[config.mk]
export PLATFORM = sky130hd
export DESIGN_NAME = lcd_4bit_write_sequencer_core
export DESIGN_NICKNAME = d
export VERILOG_FILES = /design/src/hdl/lcdw_pkg.sv /design/src/hdl/lcdw_fifo.sv /design/src/hdl/lcdw_front.sv /design/src/hdl/lcdw_seq.sv /design/src/hdl/lcd_4bit_write_sequencer_core.sv
export SDC_FILE = /design/constraint.sdc
export NUM_CORES = 1
export LEC_CHECK = 0
export BUFFER_PORTS_ARGS = -buffer_cell sky130_fd_sc_hd__buf_2
export CELL_PAD_IN_SITES_DETAIL_PLACEMENT = 0
export CELL_PAD_IN_SITES_GLOBAL_PLACEMENT = 1
export CORE_MARGIN = 2
export CORE_UTILIZATION = 25
export CTS_CLUSTER_DIAMETER = 150
export DETAILED_ROUTE_END_ITERATION = 16
export PLACE_DENSITY = 0.58
export SKIP_LAST_GASP = 1
export SYNTH_ARGS = -nofsm -noshare
export SYNTH_HDL_FRONTEND = slang
export SYNTH_SLANG_ARGS = --single-unit
[constraint.sdc]
create_clock -name clk -period 3.9 [get_ports clk]
set_clock_uncertainty 0.05 [all_clocks]
set_input_delay 0.195 -clock clk [delete_from_list [all_inputs] [get_ports clk]]
set_output_delay 0.195 -clock clk [all_outputs]
set_load 0.01 [all_outputs]
[src/hdl/lcdw_pkg.sv]
package lcdw_pkg;

  // Request operations
  typedef enum logic [1:0] {
    OP_WRITE  = 2'd0,
    OP_CURSOR = 2'd1,
    OP_INIT   = 2'd2,
    OP_NONE   = 2'd3
  } op_t;

  // Configuration register indexes
  localparam logic [1:0] REG_ENABLE_PULSE = 2'd0;
  localparam logic [1:0] REG_NIBBLE_GAP   = 2'd1;
  localparam logic [1:0] REG_COMMAND_GAP  = 2'd2;

  localparam int unsigned CFG_INDEX_W = 2;
  localparam int unsigned CFG_DATA_W  = 16;

  // Reset values of the configuration registers
  localparam logic [7:0]  ENABLE_PULSE_RST = 8'd1;
  localparam logic [15:0] NIBBLE_GAP_RST   = 16'd100;
  localparam logic [15:0] COMMAND_GAP_RST  = 16'd50;

  // Power-up waits in microseconds
  localparam logic [15:0] PWR_WAIT0_US = 16'd40000;
  localparam logic [15:0] PWR_WAIT1_US = 16'd5000;
  localparam logic [15:0] PWR_WAIT2_US = 16'd100;
  localparam logic [15:0] PWR_WAIT3_US = 16'd50;

  // Power-up nibbles
  localparam logic [3:0] NIB_FUNC8 = 4'h3;
  localparam logic [3:0] NIB_FUNC4 = 4'h2;

  // Cursor commands: first line 0x80, second line 0xC0
  localparam logic [1:0] CMD_DDRAM_HI = 2'b10;

  // Sequencer step counter
  localparam int unsigned  STEP_W    = 4;
  localparam logic [3:0]   BYTE_LAST = 4'd6;
  localparam logic [3:0]   INIT_LAST = 4'd12;

  // Queue depths
  localparam int unsigned QUEUE_DEPTH_DEF  = 2;
  localparam int unsigned RESULT_DEPTH_DEF = 2;

  typedef struct packed {
    logic [1:0] operation;
    logic       register_select;
    logic [7:0] data_byte;
    logic [4:0] position;
  } request_t;

  typedef struct packed {
    logic        rs_level;
    logic [3:0]  data_nibble;
    logic        enable_level;
    logic [15:0] hold_us;
    logic        last;
  } result_t;

  // Classified work handed from the front to the sequencer
  typedef struct packed {
    logic       is_init;
    logic       rs;
    logic [7:0] byte_val;
  } job_t;

  // Timing configuration seen by the sequencer
  typedef struct packed {
    logic [7:0]  enable_pulse_us;
    logic [15:0] nibble_gap_us;
    logic [15:0] command_gap_us;
  } timing_t;

endpackage

[src/hdl/lcdw_fifo.sv]
module lcdw_fifo #(
  parameter int unsigned WIDTH = 1,
  parameter int unsigned DEPTH = 2
) (
  input  logic             clk,
  input  logic             rst,
  input  logic             push,
  input  logic [WIDTH-1:0] wdata,
  output logic             full,
  input  logic             pop,
  output logic [WIDTH-1:0] rdata,
  output logic             empty
);

  localparam int unsigned AW = (DEPTH > 1) ? $clog2(DEPTH) : 1;
  localparam int unsigned CW = $clog2(DEPTH + 1);

  logic [WIDTH-1:0] slots [DEPTH];
  logic [AW-1:0]    wr_ptr;
  logic [AW-1:0]    rd_ptr;
  logic [CW-1:0]    count;
  logic             do_push;
  logic             do_pop;

  assign full    = (count == CW'(DEPTH));
  assign empty   = (count == '0);
  assign do_push = push && !full;
  assign do_pop  = pop && !empty;
  assign rdata   = slots[rd_ptr];

  // storage
  always_ff @(posedge clk) begin
    if (do_push) begin
      slots[wr_ptr] <= wdata;
    end
  end

  // pointers and fill count
  always_ff @(posedge clk) begin
    if (rst) begin
      wr_ptr <= '0;
      rd_ptr <= '0;
      count  <= '0;
    end else begin
      if (do_push) begin
        wr_ptr <= (wr_ptr == AW'(DEPTH - 1)) ? '0 : wr_ptr + 1'b1;
      end
      if (do_pop) begin
        rd_ptr <= (rd_ptr == AW'(DEPTH - 1)) ? '0 : rd_ptr + 1'b1;
      end
      if (do_push && !do_pop) begin
        count <= count + 1'b1;
      end else if (do_pop && !do_push) begin
        count <= count - 1'b1;
      end
    end
  end

endmodule

[src/hdl/lcdw_front.sv]
module lcdw_front (
  input  lcdw_pkg::request_t request,
  input  logic               push,
  input  logic               full,
  output logic               job_push,
  output lcdw_pkg::job_t     job
);

  logic       is_move;
  logic [7:0] cursor_cmd;

  // cursor command: 0x80 + pos on line one, 0xC0 + (pos - 16) on line two
  assign cursor_cmd = {lcdw_pkg::CMD_DDRAM_HI[1], request.position[4],
                       lcdw_pkg::CMD_DDRAM_HI[0], 1'b0, request.position[3:0]};

  assign is_move = (request.operation == lcdw_pkg::OP_CURSOR);

  // classify; unused operation is taken and dropped
  always_comb begin
    job.is_init  = (request.operation == lcdw_pkg::OP_INIT);
    job.rs       = is_move ? 1'b0 : request.register_select;
    job.byte_val = is_move ? cursor_cmd : request.data_byte;
    job_push     = push && !full && (request.operation != lcdw_pkg::OP_NONE);
  end

endmodule

[src/hdl/lcdw_seq.sv]
module lcdw_seq (
  input  logic              clk,
  input  logic              rst,
  input  lcdw_pkg::timing_t timing,
  input  logic              job_empty,
  input  lcdw_pkg::job_t    job,
  output logic              job_pop,
  input  logic              res_full,
  output logic              res_push,
  output lcdw_pkg::result_t res
);

  logic                        busy;
  lcdw_pkg::job_t              cur;
  logic [lcdw_pkg::STEP_W-1:0] step;

  logic        fire;
  logic        last_ev;
  logic        can_load;
  logic [3:0]  nib;
  logic [15:0] extra;
  logic [16:0] gap_sum;
  logic [15:0] gap_sat;

  assign fire     = busy && !res_full;
  assign last_ev  = cur.is_init ? (step == lcdw_pkg::INIT_LAST)
                                : (step == lcdw_pkg::BYTE_LAST);
  assign can_load = !busy || (fire && last_ev);
  assign job_pop  = can_load && !job_empty;
  assign res_push = fire;

  // power-up wait that follows each gap event
  always_comb begin
    case (step)
      4'd3:        extra = lcdw_pkg::PWR_WAIT1_US;
      4'd6:        extra = lcdw_pkg::PWR_WAIT2_US;
      4'd9, 4'd12: extra = lcdw_pkg::PWR_WAIT3_US;
      default:     extra = '0;
    endcase
  end

  // nibble gap plus power-up wait, saturated
  assign gap_sum = {1'b0, timing.nibble_gap_us} + {1'b0, extra};
  assign gap_sat = gap_sum[16] ? 16'hFFFF : gap_sum[15:0];

  // event decode for the current step
  always_comb begin
    nib              = (step < 4'd3) ? cur.byte_val[7:4] : cur.byte_val[3:0];
    res.rs_level     = cur.rs;
    res.enable_level = 1'b0;
    res.hold_us      = {8'd0, timing.enable_pulse_us};
    res.last         = last_ev;
    if (cur.is_init) begin
      res.rs_level = 1'b0;
      nib          = (step >= 4'd10) ? lcdw_pkg::NIB_FUNC4 : lcdw_pkg::NIB_FUNC8;
      case (step)
        4'd0: begin
          nib         = 4'h0;
          res.hold_us = lcdw_pkg::PWR_WAIT0_US;
        end
        4'd2, 4'd5, 4'd8, 4'd11: res.enable_level = 1'b1;
        4'd3, 4'd6, 4'd9, 4'd12: res.hold_us = gap_sat;
        default: ;
      endcase
    end else begin
      case (step)
        4'd1, 4'd4: res.enable_level = 1'b1;
        4'd2, 4'd5: res.hold_us = timing.nibble_gap_us;
        4'd6: begin
          res.rs_level = 1'b0;
          res.hold_us  = timing.command_gap_us;
        end
        default: ;
      endcase
    end
    res.data_nibble = nib;
  end

  // step through the job, load the next one as the last event leaves
  always_ff @(posedge clk) begin
    if (rst) begin
      busy <= 1'b0;
      step <= '0;
    end else if (can_load) begin
      busy <= !job_empty;
      step <= '0;
    end else if (fire) begin
      step <= step + 1'b1;
    end
  end

  always_ff @(posedge clk) begin
    if (job_pop) begin
      cur <= job;
    end
  end

  a_byte_range: assert property (@(posedge clk) disable iff (rst)
    busy && !cur.is_init |-> step <= lcdw_pkg::BYTE_LAST)
    else $error("byte sequence ran past its closing event");

  a_init_range: assert property (@(posedge clk) disable iff (rst)
    busy |-> step <= lcdw_pkg::INIT_LAST)
    else $error("power-up sequence ran past its last event");

  a_idle_step: assert property (@(posedge clk) disable iff (rst)
    !busy |-> step == '0)
    else $error("step counter not cleared while idle");

  a_restart: assert property (@(posedge clk) disable iff (rst)
    fire && last_ev |=> step == '0)
    else $error("step counter not restarted after last event");

  a_stall_hold: assert property (@(posedge clk) disable iff (rst)
    busy && res_full |=> busy && $stable(step))
    else $error("sequencer advanced while result queue full");

endmodule

[src/hdl/lcd_4bit_write_sequencer_core.sv]
// Four-bit character LCD write sequencer.
// Requests enter through a queue-like port: an item is taken at a clock edge
// with push high and full low. Each request becomes a list of pin events
// (RS level, D7..D4 nibble, E level, hold time in microseconds), the final
// one marked by last. Events leave through a queue-like port: the oldest is
// shown while empty is low and is taken at an edge with pop high.
// A byte write or cursor move gives 7 events, power-up gives 13; an unused
// operation is taken and gives none. Events are produced one per cycle
// while the result queue is not full; the next request starts in the cycle
// after the previous last event. An item passes the job queue and the
// sequencer's current-job register; its events then pass the result queue.
// A small job queue lets new requests be taken while one is being played.
// When pop stays low the result queue fills, the sequencer holds its step
// and the job queue fills behind it, after which full rises.
// The user must write timing registers through wr_en / wr_index / wr_data
// only while idle; the block does not enforce it. Synchronous reset empties
// both queues, stops the sequencer, sets timing to 1, 100, 50 microseconds.
module lcd_4bit_write_sequencer_core #(
  parameter int unsigned QUEUE_DEPTH  = lcdw_pkg::QUEUE_DEPTH_DEF,
  parameter int unsigned RESULT_DEPTH = lcdw_pkg::RESULT_DEPTH_DEF
) (
  input  logic                                clk,
  input  logic                                rst,
  input  logic                                push,
  output logic                                full,
  input  lcdw_pkg::request_t                  request,
  output logic                                empty,
  input  logic                                pop,
  output lcdw_pkg::result_t                   result,
  input  logic                                wr_en,
  input  logic [lcdw_pkg::CFG_INDEX_W-1:0]    wr_index,
  input  logic [lcdw_pkg::CFG_DATA_W-1:0]     wr_data
);

  lcdw_pkg::timing_t timing;
  lcdw_pkg::job_t    job_in;
  lcdw_pkg::job_t    job_out;
  lcdw_pkg::result_t res;
  logic              job_push;
  logic              job_pop;
  logic              job_empty;
  logic              res_push;
  logic              res_full;
  logic [$bits(lcdw_pkg::job_t)-1:0]    job_rdata;
  logic [$bits(lcdw_pkg::result_t)-1:0] res_rdata;

  // timing registers
  always_ff @(posedge clk) begin
    if (rst) begin
      timing.enable_pulse_us <= lcdw_pkg::ENABLE_PULSE_RST;
      timing.nibble_gap_us   <= lcdw_pkg::NIBBLE_GAP_RST;
      timing.command_gap_us  <= lcdw_pkg::COMMAND_GAP_RST;
    end else if (wr_en) begin
      case (wr_index)
        lcdw_pkg::REG_ENABLE_PULSE: timing.enable_pulse_us <= wr_data[7:0];
        lcdw_pkg::REG_NIBBLE_GAP:   timing.nibble_gap_us   <= wr_data;
        lcdw_pkg::REG_COMMAND_GAP:  timing.command_gap_us  <= wr_data;
        default: ;
      endcase
    end
  end

  // front: take and classify requests
  lcdw_front u_front (
    .request  (request),
    .push     (push),
    .full     (full),
    .job_push (job_push),
    .job      (job_in)
  );

  // job queue between front and sequencer
  lcdw_fifo #(
    .WIDTH ($bits(lcdw_pkg::job_t)),
    .DEPTH (QUEUE_DEPTH)
  ) u_job_q (
    .clk   (clk),
    .rst   (rst),
    .push  (job_push),
    .wdata (job_in),
    .full  (full),
    .pop   (job_pop),
    .rdata (job_rdata),
    .empty (job_empty)
  );

  assign job_out = job_rdata;

  // back: play out pin events
  lcdw_seq u_seq (
    .clk       (clk),
    .rst       (rst),
    .timing    (timing),
    .job_empty (job_empty),
    .job       (job_out),
    .job_pop   (job_pop),
    .res_full  (res_full),
    .res_push  (res_push),
    .res       (res)
  );

  // result queue towards the consumer
  lcdw_fifo #(
    .WIDTH ($bits(lcdw_pkg::result_t)),
    .DEPTH (RESULT_DEPTH)
  ) u_res_q (
    .clk   (clk),
    .rst   (rst),
    .push  (res_push),
    .wdata (res),
    .full  (res_full),
    .pop   (pop),
    .rdata (res_rdata),
    .empty (empty)
  );

  assign result = res_rdata;

endmodule
==> summary.md, run 1 <==
| Metric | Value |
|---|---|
| Result of the run | `finished clean` |
| Kind of cell with the highest combined delay on the critical path | `compound AO/OA/AOI/OAI gates` |
| Share of the synthesized netlist area taken by xor and xnor gates | `3.08%` |
| Worst-path clk slew | `60 ps` |
| Avg Inst Size Synth | `11.1 µm²` |
| Number of placed cells counting well taps | `927` |
| Worst-case clock buffer depth | `2` |
| Filler cell count in the final layout | `2439` |
| DIE AREA | `26300 µm²` |
| Post-synthesis cell area | `6260 µm²` |
| Pre-Repair DR Iteration Count | `4` |
| Maximum number of pins on one net before global-route repair | `52` |
| Number of global-route vias before repair | `4376` |
| Standard cell with the maximum stage delay on the critical path | `sky130_fd_sc_hd__dfxtp_1` |
| Initial core utilization | `25.6%` |
| Worst Setup End Kind | `register` |
| Worst-margin pin slew | `1120 ps` |
| Stage delay of the slowest cell on the critical path | `410 ps` |
| Residual DRC | `0` |
| EDFF count, synth | `76` |
| Required time of the worst setup path | `3990 ps` |
| Height of the die | `162 µm` |
| Post-route fraction of the period consumed by the critical path | `85.2%` |
| Standard cell area after detailed placement | `6910 µm²` |
| Insertion delay of the later-clocked pin in the worst-skew pair | `410 ps` |
| Row Count | `57` |
| Number of nets still failing antenna checks after routing | `0` |
| Data arrival at the endpoint of the critical path | `3420 ps` |
| Compound-Gate Fraction of Synth Area | `14.8%` |
| TritonCTS clock tree | `yes` |
| Core ar. | `24500 µm²` |
| Post-CTS setup buffer count | `0` |
| Total clock buffers created by CTS | `17` |
| Worst Hold Class | `in -> reg` |
| Count of endpoints failing setup in the final report | `0` |
| Cell Chain, Critical Path | `inv_1, ha_1, mux2_4, nand2_1, nand2b_1, ha_1, a211oi_1, o22ai_2, o211ai_2, a21o_4, nand3_2, o311a_1` |
| Synth Area in Adders | `3.12%` |
| Root Driver | `sky130_fd_sc_hd__clkbuf_16` |
| Part of the Yosys area used for sequential elements | `53.7%` |
| Yosys cell types | `61` |
| TritonCTS sink count | `130` |
| Hold Slack | `22.4 ps` |
| Remaining Overflow, GRT | `0` |
| Die outline width | `162 µm` |
| Unrepaired setup endpoints after global routing | `no` |
| Leakage power | `2.77 nW` |
| Synth Instances | `562` |
| Vias after detailed routing | `4450` |
| Largest family of logic cells by synthesized area | `compound AO/OA/AOI/OAI gates` |
| Post-DR wirelength/cell | `15.2 µm` |
| Number of nets produced by synthesis | `616` |
| Fin area | `7710 µm²` |
| Synthesis-stage register bit count | `130` |
| Setup TNS | `0 ps` |
| Simple-gate share of the synthesized area | `12.9%` |
| Critical Path Start Type | `register` |
| Synthesis-to-finish area growth | `23.3%` |
| Classification of the worst setup path | `reg -> reg` |
| Multiplexer fraction of the synthesized cell area | `9.72%` |
| Most common flop cell mapped by yosys | `sky130_fd_sc_hd__edfxtp_1` |
| Total number of yosys warnings | `0` |
| Peak supply drop | `0.000290 V` |
| Number of top-level design ports | `64` |
| Wire length of the first global-routing pass | `23600 µm` |
| Final critical path time including I/O delays and setup | `3320 ps` |
| Via density | `4.56` |
| Gp weighted congestion | `0.853` |
| Hold Fails Final Rpt | `0` |
| Largest fanout on the critical path | `7` |
| Worst max-slew margin expressed relative to the limit | `25.2%` |
| Cell Count, Final, Fillers Out | `975` |
| Diodes inserted | `0` |
| Max Slew Vio Count | `0` |
| H-tree depth | `4` |
| Antenna violations before repair | `0` |
| Overall routing resource usage | `11.6%` |
| Fraction of layout cells with a size suffix above 1 | `25.7%` |
| Number of resized instances in the post-cts repair step | `0` |
| Buf+Inv Stages, Crit Path | `1` |
| HPWL after detailed placement | `10800 µm` |
| Cell Pwr Density | `602 nW/µm²` |
| Highest-count cells in the layout ignoring fill and taps | `83 x sky130_fd_sc_hd__nand2_1, 76 x sky130_fd_sc_hd__edfxtp_1, 63 x sky130_fd_sc_hd__buf_2` |
| DR iter-0 viols | `269` |
| Crit path top cell by count | `sky130_fd_sc_hd__ha_1` |
| Post-detailed-routing wire length | `14800 µm` |
| Max-cap check violation count | `0` |
| Count of nets after finishing | `692` |
| Maximum achievable frequency | `301 MHz` |
| Proportion of register bits with asynchronous set or reset after synthesis | `0%` |
| Most frequent standard cell in the layout excluding fill and tap cells | `sky130_fd_sc_hd__nand2_1` |
| Buffers added on ports | `63` |
[cell type report]
class                   count  area [µm²]  share of cell area (%)
flip-flops and latches    130        3360                    43.6
multi-input cells         393        2730                    35.4
repair buffers             88         543                    7.04
clock buffers              17         425                    5.51
well taps                 324         405                    5.25
clock inverters            15         218                    2.82
inverters                   8        30.0                   0.389
[power by group]
group          internal, mW  switching (mW)
clock                  1.09           0.632
combinational         0.455           0.565
sequential             1.78           0.126
[final timing paths]
| kind | startpoint | endpoint | cells after the start | slack (ps) |
|---|---|---|---|---|
| hold / removal | wr_data[5] | timing[21] | 3 | 20 |
| hold reg to reg | timing[12] | timing[12] | 2 | 410 |
| setup / recovery | u_seq.step[0] | u_res_q.slots[0][12] | 12 | 580 |
| setup reg to reg | u_seq.step[0] | u_res_q.slots[0][12] | 12 | 580 |
[routing by layer]
layer,vias to the layer above,track usage (%),part of all wire (%)
met3,18,2.58,4.7
li1,2216,-,-
met4,0,4.38,1.8
met1,2115,16.6,50
met5,-,0,0
met2,101,16.9,44
[synthesized netlist by cell type, types with 4 or more instances]
master | count | area (µm²)
sky130_fd_sc_hd__mux2i_1 | 14 | 140
sky130_fd_sc_hd__edfxtp_1 | 76 | 2280
sky130_fd_sc_hd__nor2b_1 | 11 | 68.8
sky130_fd_sc_hd__ha_1 | 14 | 175
sky130_fd_sc_hd__nand2_1 | 83 | 312
sky130_fd_sc_hd__nand3b_1 | 9 | 67.6
sky130_fd_sc_hd__xnor2_1 | 9 | 78.8
sky130_fd_sc_hd__nor3_1 | 4 | 20.0
sky130_fd_sc_hd__nor3b_1 | 4 | 30.0
sky130_fd_sc_hd__mux2_2 | 39 | 439
sky130_fd_sc_hd__o21ai_1 | 5 | 25.0
sky130_fd_sc_hd__a31oi_1 | 10 | 62.6
sky130_fd_sc_hd__and3_1 | 4 | 25.0
sky130_fd_sc_hd__a21oi_1 | 50 | 250
sky130_fd_sc_hd__clkbuf_1 | 21 | 78.8
sky130_fd_sc_hd__nor2_1 | 36 | 135
sky130_fd_sc_hd__xor2_1 | 13 | 114
sky130_fd_sc_hd__o21ai_0 | 8 | 40.0
sky130_fd_sc_hd__a221oi_1 | 7 | 61.3
sky130_fd_sc_hd__buf_2 | 4 | 20.0
sky130_fd_sc_hd__dfxtp_1 | 54 | 1080
sky130_fd_sc_hd__a221o_1 | 9 | 90.1
sky130_fd_sc_hd__inv_1 | 8 | 30.0
sky130_fd_sc_hd__nand3_1 | 4 | 20.0
[worst reg2reg max path, stage by stage (launching register included)]
cell                       delay, ps
sky130_fd_sc_hd__dfxtp_1         410
sky130_fd_sc_hd__inv_1            90
sky130_fd_sc_hd__ha_1            290
sky130_fd_sc_hd__mux2_4          320
sky130_fd_sc_hd__nand2_1         130
sky130_fd_sc_hd__nand2b_1         80
sky130_fd_sc_hd__ha_1            250
sky130_fd_sc_hd__a211oi_1        360
sky130_fd_sc_hd__o22ai_2         140
sky130_fd_sc_hd__o211ai_2        300
sky130_fd_sc_hd__a21o_4          200
sky130_fd_sc_hd__nand3_2          60
sky130_fd_sc_hd__o311a_1         390
[metrics by stage]
stage / utilization (%) / power [mW] / setup slack, ps
4_1_cts: 31.5 / 4.71 / 577
3_3_place_gp: 28.3 / 2.94 / 688
2_1_floorplan: - / 2.59 / 671
5_1_grt: 31.5 / 4.90 / 341
6_report: 31.5 / 4.64 / 577
3_5_place_dp: 28.3 / 2.96 / 594
[sequential cells by signal, indices dropped and copies added (netlist names), named ones only]
name and count:
u_res_q.count 2, u_job_q.count 2, u_seq.cur 10, u_seq.busy 1, u_job_q.rd_ptr 1, u_res_q.wr_ptr 1
timing 40, u_job_q.slots 20, u_res_q.rd_ptr 1, u_job_q.wr_ptr 1, u_res_q.slots 46, u_seq.step 4
[what timing repair did]
| action | in CTS | in global routing |
|---|---|---|
| hold buffers | 16 | 0 |
| endpoints found under the hold margin | 33 | 0 |
| setup endpoints to repair | 0 | 0 |
[kinds of logic after synthesis]
group	count (synthesis)
DFF	130
AOI/OAI and AO/OA	128
adders and majority gates	15
xor gates and xnor gates	22
buffers and inverters	39
muxes	55
and+or+nand+nor	173
Power figures use the tool's default switching activity.
==> inputs of run 2 (changes only) <==
--- a/config.mk
+++ b/config.mk
@@ -12,6 +12,7 @@
 export CORE_UTILIZATION = 25
 export CTS_CLUSTER_DIAMETER = 150
 export DETAILED_ROUTE_END_ITERATION = 16
+export GPL_TIMING_DRIVEN = 0
 export PLACE_DENSITY = 0.58
 export SKIP_LAST_GASP = 1
 export SYNTH_ARGS = -nofsm -noshare
==> summary.md, run 2 (synthesis gave the netlist of run 1 again) <==
| Metric | Value |
|---|---|
| Result of the run | `finished clean (unchanged)` |
| R2R Setup Slk | `330 ps (was 580 ps)` |
| Worst-path clk slew | `50 ps (was 60 ps)` |
| HPWL after detailed placement | `11800 µm (was 10800 µm)` |
| Unrepaired setup endpoints after global routing | `no (unchanged)` |
| Maximum achievable frequency | `280 MHz (was 301 MHz)` |
| Data arrival at the endpoint of the critical path | `3720 ps (was 3420 ps)` |
| Max-cap check violation count | `0 (unchanged)` |
| Number of resized instances in the post-cts repair step | `0 (unchanged)` |
| Most frequent standard cell in the layout excluding fill and tap cells | `sky130_fd_sc_hd__nand2_1 (unchanged)` |
| Peak supply drop | `0.000244 V (was 0.000290 V)` |
| Insertion delay of the later-clocked pin in the worst-skew pair | `420 ps (was 410 ps)` |
| Launch point of the worst path | `u_seq.step[2] (was u_seq.step[0])` |
| Total clock buffers created by CTS | `17 (unchanged)` |
| Core ar. | `24500 µm² (unchanged)` |
| Post-DR wirelength/cell | `15.4 µm (was 15.2 µm)` |
| Worst max-slew margin expressed relative to the limit | `14.2% (was 25.2%)` |
| Highest-count cells in the layout ignoring fill and taps | `83 x sky130_fd_sc_hd__nand2_1, 76 x sky130_fd_sc_hd__edfxtp_1, 66 x sky130_fd_sc_hd__buf_2 (was 83 x sky130_fd_sc_hd__nand2_1, 76 x sky130_fd_sc_hd__edfxtp_1, 63 x sky130_fd_sc_hd__buf_2)` |
| Largest fanout on the critical path | `10 (was 7)` |
| Max Slew Vio Count | `0 (unchanged)` |
| Antenna violations before repair | `0 (unchanged)` |
| Post-route fraction of the period consumed by the critical path | `91.5% (was 85.2%)` |
| Count of endpoints failing setup in the final report | `0 (unchanged)` |
| TritonCTS sink count | `130 (unchanged)` |
| Classification of the worst setup path | `reg -> reg (unchanged)` |
| Buffers added on ports | `62 (was 63)` |
| Wire length on met2 | `7090 µm (was 6460 µm)` |
| Die outline width | `162 µm (unchanged)` |
| Initial core utilization | `25.6% (unchanged)` |
| Residual DRC | `0 (unchanged)` |
| Required time of the worst setup path | `4050 ps (was 3990 ps)` |
| Height of the die | `162 µm (unchanged)` |
| Final critical path time including I/O delays and setup | `3570 ps (was 3320 ps)` |
| TritonCTS clock tree | `yes (unchanged)` |
| Number of global-route vias before repair | `4454 (was 4376)` |
| Worst-case clock buffer depth | `2 (unchanged)` |
| Largest reg by FF count | `u_res_q.slots (unchanged)` |
| Number of flip-flops in the largest register | `46 (unchanged)` |
| Post-CTS setup buffer count | `0 (unchanged)` |
| Post-detailed-routing wire length | `15300 µm (was 14800 µm)` |
| Utilization of the core after routing | `31.4% (was 31.5%)` |
| H-tree depth | `4 (unchanged)` |
| Remaining Overflow, GRT | `0 (unchanged)` |
| Number of top-level design ports | `64 (unchanged)` |
| Worst Hold Class | `in -> reg (unchanged)` |
| Critical Path Start Type | `register (unchanged)` |
| Filler cell count in the final layout | `2479 (was 2439)` |
| End of the worst register-to-register path | `u_res_q.slots[1][11] (was u_res_q.slots[0][12])` |
| Met3 wirelength from detailed routing | `786 µm (was 692 µm)` |
| Maximum number of pins on one net before global-route repair | `24 (was 52)` |
| Diodes inserted | `0 (unchanged)` |
| Root Driver | `sky130_fd_sc_hd__clkbuf_16 (unchanged)` |
| Crit path to | `u_res_q.slots[1][11] (was u_res_q.slots[0][12])` |
| Met1 Wirelength | `7270 µm (was 7360 µm)` |
| Setup TNS | `0 ps (unchanged)` |
| Gp weighted congestion | `0.885 (was 0.853)` |
| Vias after detailed routing | `4513 (was 4450)` |
| R2r worst-path depth | `11 (was 12)` |
| Worst-margin pin slew | `1290 ps (was 1120 ps)` |
| Cell Pwr Density | `568 nW/µm² (was 602 nW/µm²)` |
| Leakage power | `2.75 nW (was 2.77 nW)` |
| Uppermost metal layer occupied by signal nets | `met4 (unchanged)` |
| Count of nets after finishing | `714 (was 692)` |
| Worst Setup End Kind | `register (unchanged)` |
| Row Count | `57 (unchanged)` |
| Pre-Repair DR Iteration Count | `4 (unchanged)` |
| DIE AREA | `26300 µm² (unchanged)` |
| Wire length of the first global-routing pass | `24000 µm (was 23600 µm)` |
| Critical register-to-register path startpoint | `u_seq.step[2] (was u_seq.step[0])` |
| Overall routing resource usage | `12.0% (was 11.6%)` |
| Synthesis-to-finish area growth | `22.9% (was 23.3%)` |
| Hold Fails Final Rpt | `0 (unchanged)` |
| Number of nets still failing antenna checks after routing | `0 (unchanged)` |
| DR iter-0 viols | `334 (was 269)` |
| Via density | `4.53 (was 4.56)` |
| Fraction of layout cells with a size suffix above 1 | `24.1% (was 25.7%)` |
| Largest registers in the final layout | `u_res_q.slots (46), timing (40), u_job_q.slots (20) (unchanged)` |
==> run 2: cell count changes in the layout (fill, tap and decap cells not counted), moves of 2 or more <==
cell,change
sky130_fd_sc_hd__clkbuf_1,+24
sky130_fd_sc_hd__clkinv_2,+5
sky130_fd_sc_hd__buf_2,+3
sky130_fd_sc_hd__inv_6,-5
sky130_fd_sc_hd__bufinv_16,-4
sky130_fd_sc_hd__clkinv_4,-2
sky130_fd_sc_hd__buf_4,-7
sky130_fd_sc_hd__clkbuf_4,+2
sky130_fd_sc_hd__buf_1,+2
==> run 2: worst min-delay path by stage <==
stage                      startpoint  cells past startpoint             endpoint  slack (ps)
after global placement    wr_data[15]                      3           timing[15]         400
final                      request[7]                      2  u_job_q.slots[0][2]          50
after global routing       request[1]                      2  u_job_q.slots[0][1]          40
after CTS                  request[7]                      2  u_job_q.slots[0][2]          30
after floorplan            wr_data[0]                      1           timing[32]         260
after detailed placement   timing[12]                      2           timing[12]         410
==> run 2: worst max-delay path, cell delays in order (launching register included) <==
cell	delay, ps
sky130_fd_sc_hd__dfxtp_1	320
sky130_fd_sc_hd__buf_6	120
sky130_fd_sc_hd__clkbuf_1	390
sky130_fd_sc_hd__nor2_1	120
sky130_fd_sc_hd__and2_1	270
sky130_fd_sc_hd__ha_1	430
sky130_fd_sc_hd__nand2_1	130
sky130_fd_sc_hd__o41ai_1	470
sky130_fd_sc_hd__a21oi_1	240
sky130_fd_sc_hd__a21oi_4	310
sky130_fd_sc_hd__nor2_2	140
sky130_fd_sc_hd__a221oi_2	350
==> run 2: where the power goes <==
group | switching, mW | leakage, nW | total (mW) | internal, mW
registers | 0.0876 | 1.15 | 1.87 | 1.78
logic | 0.628 | 1.34 | 1.09 | 0.467
clock network | 0.554 | 0.267 | 1.41 | 0.858
total | 1.27 | 2.75 | 4.37 | 3.10
==> run 2: through the flow <==
step	cells	instance area (µm²)	hold slack [ps]	setup WS [ps]	power (mW)
floorplan	562	6260	263	671	2.59
global placement	948	6970	400	79.0	2.95
detailed placement	949	6990	406	26.1	2.99
CTS	998	7690	30.5	9.63	4.44
global route	997	7690	37.4	120	4.61
finish	997	7690	54.7	333	4.37
==> run 2: cell type report <==
type,count,area (µm²),share of cell area (%)
well taps,324,405,5.27
plain buffers,30,133,1.72
inverters,8,30.0,0.390
repair buffers,80,495,6.44
multi-input cells,393,2730,35.5
flip-flops and latches,130,3360,43.7
clock buffers,23,477,6.20
clock inverters,9,56.3,0.732
==> run 2: repair_timing <==
action,4_1_cts,5_1_grt
hold buffers,17,0
endpoints found under the hold margin,38,0
setup endpoints to repair,0,32
==> run 2: metal layers <==
layer  GRT usage, %  vias up
met5              0        -
met4           4.30        0
met3           3.12       17
met2           18.7      102
met1           16.1     2133
li1               -     2261
